File: src/sv/tcce_pkg.sv
package tcce_pkg;

  // Screen geometry.
  localparam int ScrW = 80;
  localparam int ScrH = 25;
  localparam int ColW = $clog2(ScrW);
  localparam int RowW = $clog2(ScrH);

  localparam int CharW   = 8;
  localparam int ColourW = 4;
  localparam int CellW   = 16;
  localparam int TabStop = 8;

  // Configuration port.
  localparam int CfgIdxW  = 1;
  localparam int CfgDataW = 7;
  localparam logic [CfgIdxW-1:0] CfgLeftMargin = 1'd0;
  localparam logic [CfgIdxW-1:0] CfgTextColour = 1'd1;
  localparam logic [ColourW-1:0] ColourReset   = 4'd15;

  // Character codes.
  localparam logic [CharW-1:0] ChBell      = 8'd7;
  localparam logic [CharW-1:0] ChBackspace = 8'd8;
  localparam logic [CharW-1:0] ChTab       = 8'd9;
  localparam logic [CharW-1:0] ChLineFeed  = 8'd10;
  localparam logic [CharW-1:0] ChFormFeed  = 8'd12;
  localparam logic [CharW-1:0] ChCarriage  = 8'd13;
  localparam logic [CharW-1:0] ChEscape    = 8'd27;
  localparam logic [CharW-1:0] ChDelete    = 8'd127;
  localparam logic [CharW-1:0] ChCaret     = 8'd94;
  localparam logic [CharW-1:0] PrintLow    = 8'd32;
  localparam logic [CharW-1:0] PrintHigh   = 8'd126;
  localparam logic [CharW-1:0] HighCtrlLow = 8'd224;
  localparam logic [CellW-1:0] BlankCell   = 16'h0020;

  // Queue between front and back.
  localparam int QDepth = 4;
  localparam int QPtrW  = $clog2(QDepth);

  typedef enum logic [3:0] {
    OP_PRINT,
    OP_BS,
    OP_TAB,
    OP_LF,
    OP_FF,
    OP_CR,
    OP_NOP,
    OP_DEL,
    OP_BELL
  } tcce_op_e;

  typedef struct packed {
    tcce_op_e         op;
    logic [CharW-1:0] ch;
    logic             last;
  } tcce_entry_t;

  typedef struct packed {
    logic              write_valid;
    logic [RowW-1:0]   write_row;
    logic [ColW-1:0]   write_col;
    logic [CellW-1:0]  write_value;
    logic [RowW-1:0]   cursor_row;
    logic [ColW-1:0]   cursor_col;
    logic              scroll_up;
    logic              clear_screen;
    logic              bell;
    logic              last;
  } tcce_res_t;

  function automatic logic [RowW-1:0] next_row(input logic [RowW-1:0] r);
    next_row = (r == RowW'(ScrH - 1)) ? '0 : r + 1'b1;
  endfunction

endpackage

File: src/sv/tcce_if.sv
interface tcce_in_if;
  logic                    valid;
  logic                    ready;
  logic [tcce_pkg::CharW-1:0] char_code;

  modport source (output valid, output char_code, input ready);
  modport sink (input valid, input char_code, output ready);
endinterface

interface tcce_out_if;
  logic                         valid;
  logic                         ready;
  logic                         write_valid;
  logic [tcce_pkg::RowW-1:0]    write_row;
  logic [tcce_pkg::ColW-1:0]    write_col;
  logic [tcce_pkg::CellW-1:0]   write_value;
  logic [tcce_pkg::RowW-1:0]    cursor_row;
  logic [tcce_pkg::ColW-1:0]    cursor_col;
  logic                         scroll_up;
  logic                         clear_screen;
  logic                         bell;
  logic                         last;

  modport source (output valid, output write_valid, output write_row, output write_col,
                  output write_value, output cursor_row, output cursor_col,
                  output scroll_up, output clear_screen, output bell, output last,
                  input ready);
  modport sink (input valid, input write_valid, input write_row, input write_col,
                input write_value, input cursor_row, input cursor_col,
                input scroll_up, input clear_screen, input bell, input last,
                output ready);
endinterface

interface tcce_cfg_if;
  logic                          valid;
  logic                          ready;
  logic [tcce_pkg::CfgIdxW-1:0]  index;
  logic [tcce_pkg::CfgDataW-1:0] data;

  modport source (output valid, output index, output data, input ready);
  modport sink (input valid, input index, input data, output ready);
endinterface

File: src/sv/tcce_queue.sv
module tcce_queue (
  input  logic                  clk_i,
  input  logic                  rst_ni,
  input  logic                  push_i,
  input  tcce_pkg::tcce_entry_t push_data_i,
  output logic                  full_o,
  input  logic                  pop_i,
  output tcce_pkg::tcce_entry_t pop_data_o,
  output logic                  empty_o
);
  import tcce_pkg::*;

  tcce_entry_t           slot_q [QDepth];
  logic [QPtrW-1:0]      wr_ptr_q, rd_ptr_q;
  logic [QPtrW:0]        count_q;

  assign full_o     = (count_q == (QPtrW+1)'(QDepth));
  assign empty_o    = (count_q == '0);
  assign pop_data_o = slot_q[rd_ptr_q];

  always_ff @(posedge clk_i or negedge rst_ni) begin
    if (!rst_ni) begin
      wr_ptr_q <= '0;
      rd_ptr_q <= '0;
      count_q  <= '0;
    end else begin
      if (push_i) wr_ptr_q <= wr_ptr_q + 1'b1;
      if (pop_i) rd_ptr_q <= rd_ptr_q + 1'b1;
      if (push_i && !pop_i) begin
        count_q <= count_q + 1'b1;
      end else if (pop_i && !push_i) begin
        count_q <= count_q - 1'b1;
      end
    end
  end

  always_ff @(posedge clk_i) begin
    if (push_i) slot_q[wr_ptr_q] <= push_data_i;
  end

  assert property (@(posedge clk_i) disable iff (!rst_ni) !(push_i && full_o))
    else $error("queue written while full");
  assert property (@(posedge clk_i) disable iff (!rst_ni) !(pop_i && empty_o))
    else $error("queue read while empty");

endmodule

File: src/sv/tcce_front.sv
module tcce_front (
  input  logic                  clk_i,
  input  logic                  rst_ni,
  tcce_in_if.sink               in_i,
  input  logic                  full_i,
  output logic                  push_o,
  output tcce_pkg::tcce_entry_t push_data_o
);
  import tcce_pkg::*;

  logic        pend_q, pend_d;
  tcce_entry_t pend_data_q;
  tcce_entry_t first_e, second_e;
  logic        is_caret, accept;

  // Classify the byte. Caret bytes produce a caret print now and a
  // second entry that is held until the queue has room for it.
  always_comb begin
    first_e  = '{op: OP_NOP, ch: in_i.char_code, last: 1'b1};
    second_e = '{op: OP_NOP, ch: '0, last: 1'b1};
    is_caret = 1'b0;
    unique case (in_i.char_code)
      ChBell:      first_e.op = OP_BELL;
      ChBackspace: first_e.op = OP_BS;
      ChTab:       first_e.op = OP_TAB;
      ChLineFeed:  first_e.op = OP_LF;
      ChFormFeed:  first_e.op = OP_FF;
      ChCarriage:  first_e.op = OP_CR;
      ChEscape:    first_e.op = OP_NOP;
      ChDelete:    first_e.op = OP_DEL;
      default: begin
        if (in_i.char_code >= PrintLow && in_i.char_code <= PrintHigh) begin
          first_e.op = OP_PRINT;
        end else begin
          is_caret      = 1'b1;
          first_e       = '{op: OP_PRINT, ch: ChCaret, last: 1'b0};
          if (in_i.char_code < PrintLow) begin
            second_e.op = OP_PRINT;
            second_e.ch = {3'b010, in_i.char_code[4:0]};
          end else if (in_i.char_code >= HighCtrlLow) begin
            second_e.op = OP_PRINT;
            second_e.ch = {2'b00, in_i.char_code[5:0]};
          end
        end
      end
    endcase
  end

  assign in_i.ready  = !pend_q && !full_i;
  assign accept      = in_i.valid && in_i.ready;
  assign push_o      = accept || (pend_q && !full_i);
  assign push_data_o = pend_q ? pend_data_q : first_e;

  always_comb begin
    pend_d = pend_q;
    if (pend_q && !full_i) begin
      pend_d = 1'b0;
    end else if (accept && is_caret) begin
      pend_d = 1'b1;
    end
  end

  always_ff @(posedge clk_i or negedge rst_ni) begin
    if (!rst_ni) begin
      pend_q <= 1'b0;
    end else begin
      pend_q <= pend_d;
    end
  end

  always_ff @(posedge clk_i) begin
    if (accept && is_caret) pend_data_q <= second_e;
  end

endmodule

File: src/sv/tcce_back.sv
module tcce_back (
  input  logic                  clk_i,
  input  logic                  rst_ni,
  tcce_cfg_if.sink              cfg_i,
  input  logic                  empty_i,
  input  tcce_pkg::tcce_entry_t entry_i,
  output logic                  pop_o,
  tcce_out_if.source            out_o
);
  import tcce_pkg::*;

  logic [RowW-1:0]    cur_row_q, cur_row_d;
  logic [ColW-1:0]    cur_col_q, cur_col_d;
  logic [ColW-1:0]    margin_q, margin;
  logic [ColourW-1:0] colour_q;
  logic               out_valid_q, out_valid_d;
  tcce_res_t          res_q, res_d;
  logic [ColW:0]      tab_stop;
  logic               advance;

  assign cfg_i.ready = 1'b1;

  always_ff @(posedge clk_i or negedge rst_ni) begin
    if (!rst_ni) begin
      margin_q <= '0;
      colour_q <= ColourReset;
    end else if (cfg_i.valid) begin
      unique case (cfg_i.index)
        CfgLeftMargin: margin_q <= cfg_i.data[ColW-1:0];
        CfgTextColour: colour_q <= cfg_i.data[ColourW-1:0];
        default: ;
      endcase
    end
  end

  assign margin   = (margin_q > ColW'(ScrW - 1)) ? ColW'(ScrW - 1) : margin_q;
  assign tab_stop = ((ColW+1)'(cur_col_q) & ~(ColW+1)'(TabStop - 1)) + (ColW+1)'(TabStop);
  assign advance  = !empty_i && (!out_valid_q || out_o.ready);
  assign pop_o    = advance;

  always_comb begin
    cur_row_d = cur_row_q;
    cur_col_d = cur_col_q;
    res_d     = '0;
    unique case (entry_i.op)
      OP_PRINT: begin
        res_d.write_valid = 1'b1;
        res_d.write_row   = cur_row_q;
        res_d.write_col   = cur_col_q;
        res_d.write_value = {4'b0000, colour_q, entry_i.ch};
        if (cur_col_q == ColW'(ScrW - 1)) begin
          cur_row_d = next_row(cur_row_q);
          cur_col_d = '0;
        end else begin
          cur_col_d = cur_col_q + 1'b1;
        end
      end
      OP_BS: cur_col_d = (cur_col_q > margin) ? cur_col_q - 1'b1 : margin;
      OP_TAB: begin
        if (tab_stop >= (ColW+1)'(ScrW)) begin
          cur_row_d = next_row(cur_row_q);
          cur_col_d = '0;
        end else begin
          cur_col_d = tab_stop[ColW-1:0];
        end
      end
      OP_LF: begin
        cur_row_d = next_row(cur_row_q);
        cur_col_d = margin;
      end
      OP_FF: begin
        res_d.clear_screen = 1'b1;
        cur_row_d = '0;
        cur_col_d = '0;
      end
      OP_CR: cur_col_d = margin;
      OP_DEL: begin
        if (cur_col_q > margin) begin
          cur_col_d         = cur_col_q - 1'b1;
          res_d.write_valid = 1'b1;
          res_d.write_row   = cur_row_q;
          res_d.write_col   = cur_col_q - 1'b1;
          res_d.write_value = BlankCell;
        end
      end
      OP_BELL: res_d.bell = 1'b1;
      default: ;
    endcase
    // Reaching the bottom row scrolls the screen.
    if (cur_row_d == RowW'(ScrH - 1)) begin
      res_d.scroll_up = 1'b1;
      cur_row_d = RowW'(ScrH - 2);
      cur_col_d = '0;
    end
    res_d.cursor_row = cur_row_d;
    res_d.cursor_col = cur_col_d;
    res_d.last       = entry_i.last;
  end

  always_comb begin
    out_valid_d = out_valid_q;
    if (advance) begin
      out_valid_d = 1'b1;
    end else if (out_o.ready) begin
      out_valid_d = 1'b0;
    end
  end

  always_ff @(posedge clk_i or negedge rst_ni) begin
    if (!rst_ni) begin
      cur_row_q   <= '0;
      cur_col_q   <= '0;
      out_valid_q <= 1'b0;
    end else begin
      out_valid_q <= out_valid_d;
      if (advance) begin
        cur_row_q <= cur_row_d;
        cur_col_q <= cur_col_d;
      end
    end
  end

  always_ff @(posedge clk_i) begin
    if (advance) res_q <= res_d;
  end

  assign out_o.valid        = out_valid_q;
  assign out_o.write_valid  = res_q.write_valid;
  assign out_o.write_row    = res_q.write_row;
  assign out_o.write_col    = res_q.write_col;
  assign out_o.write_value  = res_q.write_value;
  assign out_o.cursor_row   = res_q.cursor_row;
  assign out_o.cursor_col   = res_q.cursor_col;
  assign out_o.scroll_up    = res_q.scroll_up;
  assign out_o.clear_screen = res_q.clear_screen;
  assign out_o.bell         = res_q.bell;
  assign out_o.last         = res_q.last;

  assert property (@(posedge clk_i) disable iff (!rst_ni) cur_row_q != RowW'(ScrH - 1))
    else $error("cursor left on the bottom row");
  assert property (@(posedge clk_i) disable iff (!rst_ni) cur_col_q < ColW'(ScrW))
    else $error("cursor column beyond the screen");

endmodule

File: src/sv/text_console_char_engine_core.sv
// Channel   Direction  Payload                                        Accepted when
// in_i      sink       char_code                                      valid && ready
// out_o     source     write_valid/row/col/value, cursor_row/col,     valid && ready
//                      scroll_up, clear_screen, bell, last
// cfg_i     sink       index (0 left_margin, 1 text_colour), data     valid && ready
//
// One byte enters per cycle while the queue has room and no second entry waits. A caret byte
// (control or high byte without its own handling) gives two results and holds in_i.ready low
// while its second entry waits. An accepted byte passes through the queue and the result
// register before its first result transaction. Reset is asynchronous and active low; cfg_i
// is always ready. A stall on out_o fills the four-entry queue and only then stops input.
module text_console_char_engine_core (
  input  logic        clk_i,
  input  logic        rst_ni,
  tcce_in_if.sink     in_i,
  tcce_out_if.source  out_o,
  tcce_cfg_if.sink    cfg_i
);
  import tcce_pkg::*;

  // The front end decodes each byte into a cursor operation and splits caret
  // bytes into two operations. The queue decouples it from the back end, which
  // owns the cursor and configuration registers and registers each result.
  logic        push, full, pop, empty;
  tcce_entry_t push_data, pop_data;

  tcce_front u_front (
    .clk_i       (clk_i),
    .rst_ni      (rst_ni),
    .in_i        (in_i),
    .full_i      (full),
    .push_o      (push),
    .push_data_o (push_data)
  );

  tcce_queue u_queue (
    .clk_i       (clk_i),
    .rst_ni      (rst_ni),
    .push_i      (push),
    .push_data_i (push_data),
    .full_o      (full),
    .pop_i       (pop),
    .pop_data_o  (pop_data),
    .empty_o     (empty)
  );

  tcce_back u_back (
    .clk_i   (clk_i),
    .rst_ni  (rst_ni),
    .cfg_i   (cfg_i),
    .empty_i (empty),
    .entry_i (pop_data),
    .pop_o   (pop),
    .out_o   (out_o)
  );

endmodule

File: src/flat_wrapper.sv
// flat-port wrapper written by rule: the top's interface ports become plain ports
module text_console_char_engine_core_flat import tcce_pkg::*;
  (clk_i, rst_ni, in_i_valid, in_i_char_code, in_i_ready, out_o_valid, out_o_write_valid, out_o_write_row, out_o_write_col, out_o_write_value, out_o_cursor_row, out_o_cursor_col, out_o_scroll_up, out_o_clear_screen, out_o_bell, out_o_last, out_o_ready, cfg_i_valid, cfg_i_index, cfg_i_data, cfg_i_ready);
  tcce_in_if in_i_i ();
  tcce_out_if out_o_i ();
  tcce_cfg_if cfg_i_i ();
  input  logic clk_i;
  input  logic rst_ni;
  input wire logic [$bits(in_i_i.valid)-1:0] in_i_valid;
  input wire logic [$bits(in_i_i.char_code)-1:0] in_i_char_code;
  output wire logic [$bits(in_i_i.ready)-1:0] in_i_ready;
  output wire logic [$bits(out_o_i.valid)-1:0] out_o_valid;
  output wire logic [$bits(out_o_i.write_valid)-1:0] out_o_write_valid;
  output wire logic [$bits(out_o_i.write_row)-1:0] out_o_write_row;
  output wire logic [$bits(out_o_i.write_col)-1:0] out_o_write_col;
  output wire logic [$bits(out_o_i.write_value)-1:0] out_o_write_value;
  output wire logic [$bits(out_o_i.cursor_row)-1:0] out_o_cursor_row;
  output wire logic [$bits(out_o_i.cursor_col)-1:0] out_o_cursor_col;
  output wire logic [$bits(out_o_i.scroll_up)-1:0] out_o_scroll_up;
  output wire logic [$bits(out_o_i.clear_screen)-1:0] out_o_clear_screen;
  output wire logic [$bits(out_o_i.bell)-1:0] out_o_bell;
  output wire logic [$bits(out_o_i.last)-1:0] out_o_last;
  input wire logic [$bits(out_o_i.ready)-1:0] out_o_ready;
  input wire logic [$bits(cfg_i_i.valid)-1:0] cfg_i_valid;
  input wire logic [$bits(cfg_i_i.index)-1:0] cfg_i_index;
  input wire logic [$bits(cfg_i_i.data)-1:0] cfg_i_data;
  output wire logic [$bits(cfg_i_i.ready)-1:0] cfg_i_ready;
  assign in_i_i.valid = in_i_valid;
  assign in_i_i.char_code = in_i_char_code;
  assign in_i_ready = in_i_i.ready;
  assign out_o_valid = out_o_i.valid;
  assign out_o_write_valid = out_o_i.write_valid;
  assign out_o_write_row = out_o_i.write_row;
  assign out_o_write_col = out_o_i.write_col;
  assign out_o_write_value = out_o_i.write_value;
  assign out_o_cursor_row = out_o_i.cursor_row;
  assign out_o_cursor_col = out_o_i.cursor_col;
  assign out_o_scroll_up = out_o_i.scroll_up;
  assign out_o_clear_screen = out_o_i.clear_screen;
  assign out_o_bell = out_o_i.bell;
  assign out_o_last = out_o_i.last;
  assign out_o_i.ready = out_o_ready;
  assign cfg_i_i.valid = cfg_i_valid;
  assign cfg_i_i.index = cfg_i_index;
  assign cfg_i_i.data = cfg_i_data;
  assign cfg_i_ready = cfg_i_i.ready;
  text_console_char_engine_core u_core (.clk_i(clk_i), .rst_ni(rst_ni), .in_i(in_i_i), .out_o(out_o_i), .cfg_i(cfg_i_i));
endmodule
File: config.mk
export PLATFORM = sky130hd
export DESIGN_NAME = text_console_char_engine_core_flat
export DESIGN_NICKNAME = d
export VERILOG_FILES = /design/src/sv/tcce_pkg.sv /design/src/sv/tcce_if.sv /design/src/sv/tcce_queue.sv /design/src/sv/tcce_front.sv /design/src/sv/tcce_back.sv /design/src/sv/text_console_char_engine_core.sv /design/src/flat_wrapper.sv
export SDC_FILE = /design/constraint.sdc
export NUM_CORES = 1
export LEC_CHECK = 0
export ABC_AREA = 1
export BUFFER_PORTS_ARGS = -buffer_cell sky130_fd_sc_hd__buf_4
export CAP_MARGIN = 25
export CORE_MARGIN = 3
export CORE_UTILIZATION = 50
export CTS_BUF_LIST = sky130_fd_sc_hd__clkbuf_4
export DETAILED_ROUTE_END_ITERATION = 6
export HOLD_SLACK_MARGIN = 0.1
export PLACE_DENSITY = 0.78
export SYNTH_ARGS = -nofsm -noshare
export SYNTH_HDL_FRONTEND = slang
export SYNTH_HIERARCHICAL = 1
export SYNTH_SLANG_ARGS = --single-unit
File: constraint.sdc
create_clock -name clk_i -period 7.1 [get_ports clk_i]
set_input_delay 1.065 -clock clk_i [delete_from_list [all_inputs] [get_ports clk_i]]
set_output_delay 1.065 -clock clk_i [all_outputs]
set_load 0.05 [all_outputs]
==> flow_summary.yaml <==
yosys:
  synth_edf_count: 101
  yosys_warnings: 6
  synthDistinctLibCells: 44
  async_flop_share: 0.241
  synth_area_sq_um: 7200
  ys_ff_latch: 133
  synth-main-ff-cell: "edfxtp_1"
  seq_area_frac_synth: 0.533
  synth_cells: 801
  avgSynthCellArea_sq_um: 8.99
drt:
  ant_nets: 0
  detail_route.vias_per_cell: 5.11
  route.detailed.drc: 0
  post_drt_wl_per_cell_microns: 13.6
  vias: 5389
  wirelength_microns: 14400
  drt-initial-drc-count: 570
  firstDrtPassIters: 6
finish:
  nets: 902
  drive_above_1_share: 0.182
  post-route-util: 0.572
  fillers: 1258
  syn_to_final_growth_pct: 11.0
  multiInputGateArea_sq_um: 2700
  fin_cells: 1055
  register_area_sq_um: 3840
grt:
  grt_start_max_net_pins: 61
  grtUsageMet2: 0.315
  grt_usage: 0.188
  overflow: 0
  antenna_found_initial: 0
  busiest_layer: "met2"
  grtUsageMet1: 0.243
  grt_pass1_wl_microns: 24100
  grt_pass1_vias: 5040
  met3_usage: 0.0377
placed_design:
  numPlacedInstances: 1022
  place_congestion: 0.920
  dp_hpwl_microns: 10300
  portBuffers: 63
die:
  num_rows: 43
  io_pins: 69
  start_util: 0.515
  core_area_sq_um: 14000
  die_area_sq_um: 15900
  die_h_microns: 126
  die_w_microns: 126
critical_path:
  cpPeakStageDelay_ns: 0.68
  worstRegToRegCells: 17
  start_kind: "flop"
  critical-path-top-delay-family: "simple AND/OR/NAND/NOR gates"
  arrival_ns: 3.51
  crit_chain: "inv_2 > o211ai_2 > nand2_1 > nor2_1 > nand2_2 > inv_2 > nand2_2 > nand2_2 > inv_2 > nand2_2 > nand2_1 > nand2_1 > inv_2 > nor2_4 > nand3_4 > inv_1 > nor2_1"
  reg2reg_from: "u_core/u_queue/rd_ptr_q[1]"
  r2r_end: "u_core/u_back/out_o.cursor_col[0]"
  r2r_setup_slack_ns: 3.86
  path_max_fanout: 22
  worst_setup_path_end_kind: "flop"
  cp_slowest_cell: "dfrtp_1"
  worst-path-buf-inv: 5
  required_ns: 7.37
  worstSetupPathType: "reg -> reg"
cts:
  cts_buffers: 17
  htree_levels: 4
  postCtsHoldBufs: 0
  post_cts_buffers: 0
  cts_root_buffer: "clkbuf_4"
  clockBufferDepth: 2
  cts_tree: "done"
  cts.sinks: 133
  clkLatencyLatePin_ns: 0.52
  clkTransAtPathRegs_ns: 0.13
  ctsResizeCount: 0
sta:
  hold_ws_ns: 0.470
  slew_viol_final: 0
  hold_viol: 0
  fin_crit_sh: 0.456
  setup_viol: 0
  finalSetupTns_ns: 0
  min_period_ns: 3.24
  relSlewSlack: 0.431
  worst_clock_skew_ns: 0.0238
  rsz0062_at_grt: "no"
  fmax_ghz: 0.309
  tightestPinTransition_ns: 0.844
status:
  status: "finished clean"
hold_path:
  hold_class: "in -> async"
run:
  maxCapViolCount: 0
power_and_ir_drop:
  ir_drop_mv: 0.171
  power_density_nw_per_um2: 464
  leakagePower_nw: 3.72
-- final cells by class --
class | instances | share of cell area
inverter | 127 | 0.0596
clock inverter | 14 | 0.0161
antenna | 1 | 0.000313
sequential | 133 | 0.480
tap | 180 | 0.0282
multi-input combinational | 517 | 0.338
clock buffer | 18 | 0.0169
timing repair buffer | 65 | 0.0610
-- worst register-to-register path: stages, from the launching register on --
cell and delay [ns]:
dfrtp_1 0.68, inv_2 0.29, o211ai_2 0.15, nand2_1 0.17, nor2_1 0.20, nand2_2 0.33
inv_2 0.22, nand2_2 0.08, nand2_2 0.08, inv_2 0.03, nand2_2 0.07, nand2_1 0.05
nand2_1 0.09, inv_2 0.05, nor2_4 0.09, nand3_4 0.18, inv_1 0.17, nor2_1 0.07
-- cells in the final DEF (no fill, tap or decap), drive strengths merged, types with 2 or more instances in the layout --
cell type  instances
dfrtp             28
edfxtp           101
inv              127
clkinv             7
mux2               2
o21ai             35
xor2               8
dfstp              4
clkbuf            18
xnor2              2
nand3             39
conb               6
ha                19
a21oi             16
nand2            243
o211ai            27
clkinvlp           6
buf               65
nand4             15
nor2              87
o22ai              6
nor3               3
-- power by group --
| group | internal (W) | switching [W] |
|---|---|---|
| Sequential | 0.00117 | 0.000170 |
| Combinational | 0.000549 | 0.00136 |
| Clock | 0.000180 | 0.000284 |
-- synthesized netlist by cell type (all sizes together), types with 2 or more instances --
cell	n	area (sq um)
clkbuf	6	23.8
ha	19	238
o22ai	6	37.5
buf	21	184
a21oi	16	83.8
edfxtp	101	3030
nor2	87	379
dfstp	4	105
nand2	243	937
xor2	8	70.1
mux2	2	22.5
conb	3	11.3
inv	124	465
xnor2	2	17.5
o211ai	27	253
clkinv	3	11.3
nand3	39	240
o21ai	35	186
nor3	3	26.3
dfrtp	28	701
nand4	15	93.8
-- through the flow --
stage | worst slack [ns] | area [sq um] | total power, W
after floorplan | 3.15 | 7210 | 0.00281
after global placement | 3.99 | 7730 | 0.00321
after detailed placement | 3.88 | 7730 | 0.00325
after CTS | 3.86 | 7990 | 0.00372
after global routing | 3.45 | 7990 | 0.00400
final | 3.86 | 8000 | 0.00371
-- registers in the layout, indices dropped and copies added (netlist names), 7 cells and up --
register	flops
u_core/u_back/cur_col_q	7
u_core/u_back/margin_q	7
u_core/u_back/out_o.cursor_col	7
u_core/u_back/out_o.write_col	7
u_core/u_back/out_o.write_value	12
u_core/u_front/pend_data_q	8
u_core/u_queue/slot_q	52
-- cells by family after synthesis --
logic type / share of synthesized area
xor gates and xnor gates: 0.0122
adders and majority gates: 0.0358
muxes: 0.00452
buffers and inverters: 0.0950
and+or+nand+nor: 0.236
DFF: 0.533
AOI/OAI and AO/OA: 0.0822
other: 0.00156
-- routing by layer --
layer,up-vias,part of all wire
met5,-,0
met4,0,0.018
met3,24,0.066
met2,199,0.49
met1,2446,0.42
li1,2720,-
-- worst max-delay path by stage --
stage	endpoint	slack, ns	cells past startpoint	start
after global routing	u_core/u_back/out_o.cursor_col[0]	3.45	16	u_core/u_back/margin_q[5]
final	u_core/u_back/out_o.cursor_col[0]	3.86	17	u_core/u_queue/rd_ptr_q[1]
after floorplan	u_core/u_queue/count_q[1]	3.15	9	out_o_ready
after global placement	u_core/u_back/out_o.cursor_col[0]	3.99	17	u_core/u_queue/rd_ptr_q[1]
after detailed placement	u_core/u_back/out_o.cursor_col[0]	3.88	17	u_core/u_queue/rd_ptr_q[1]
after CTS	u_core/u_back/out_o.cursor_col[0]	3.86	17	u_core/u_queue/rd_ptr_q[1]
(Power assumes the default switching activity.)
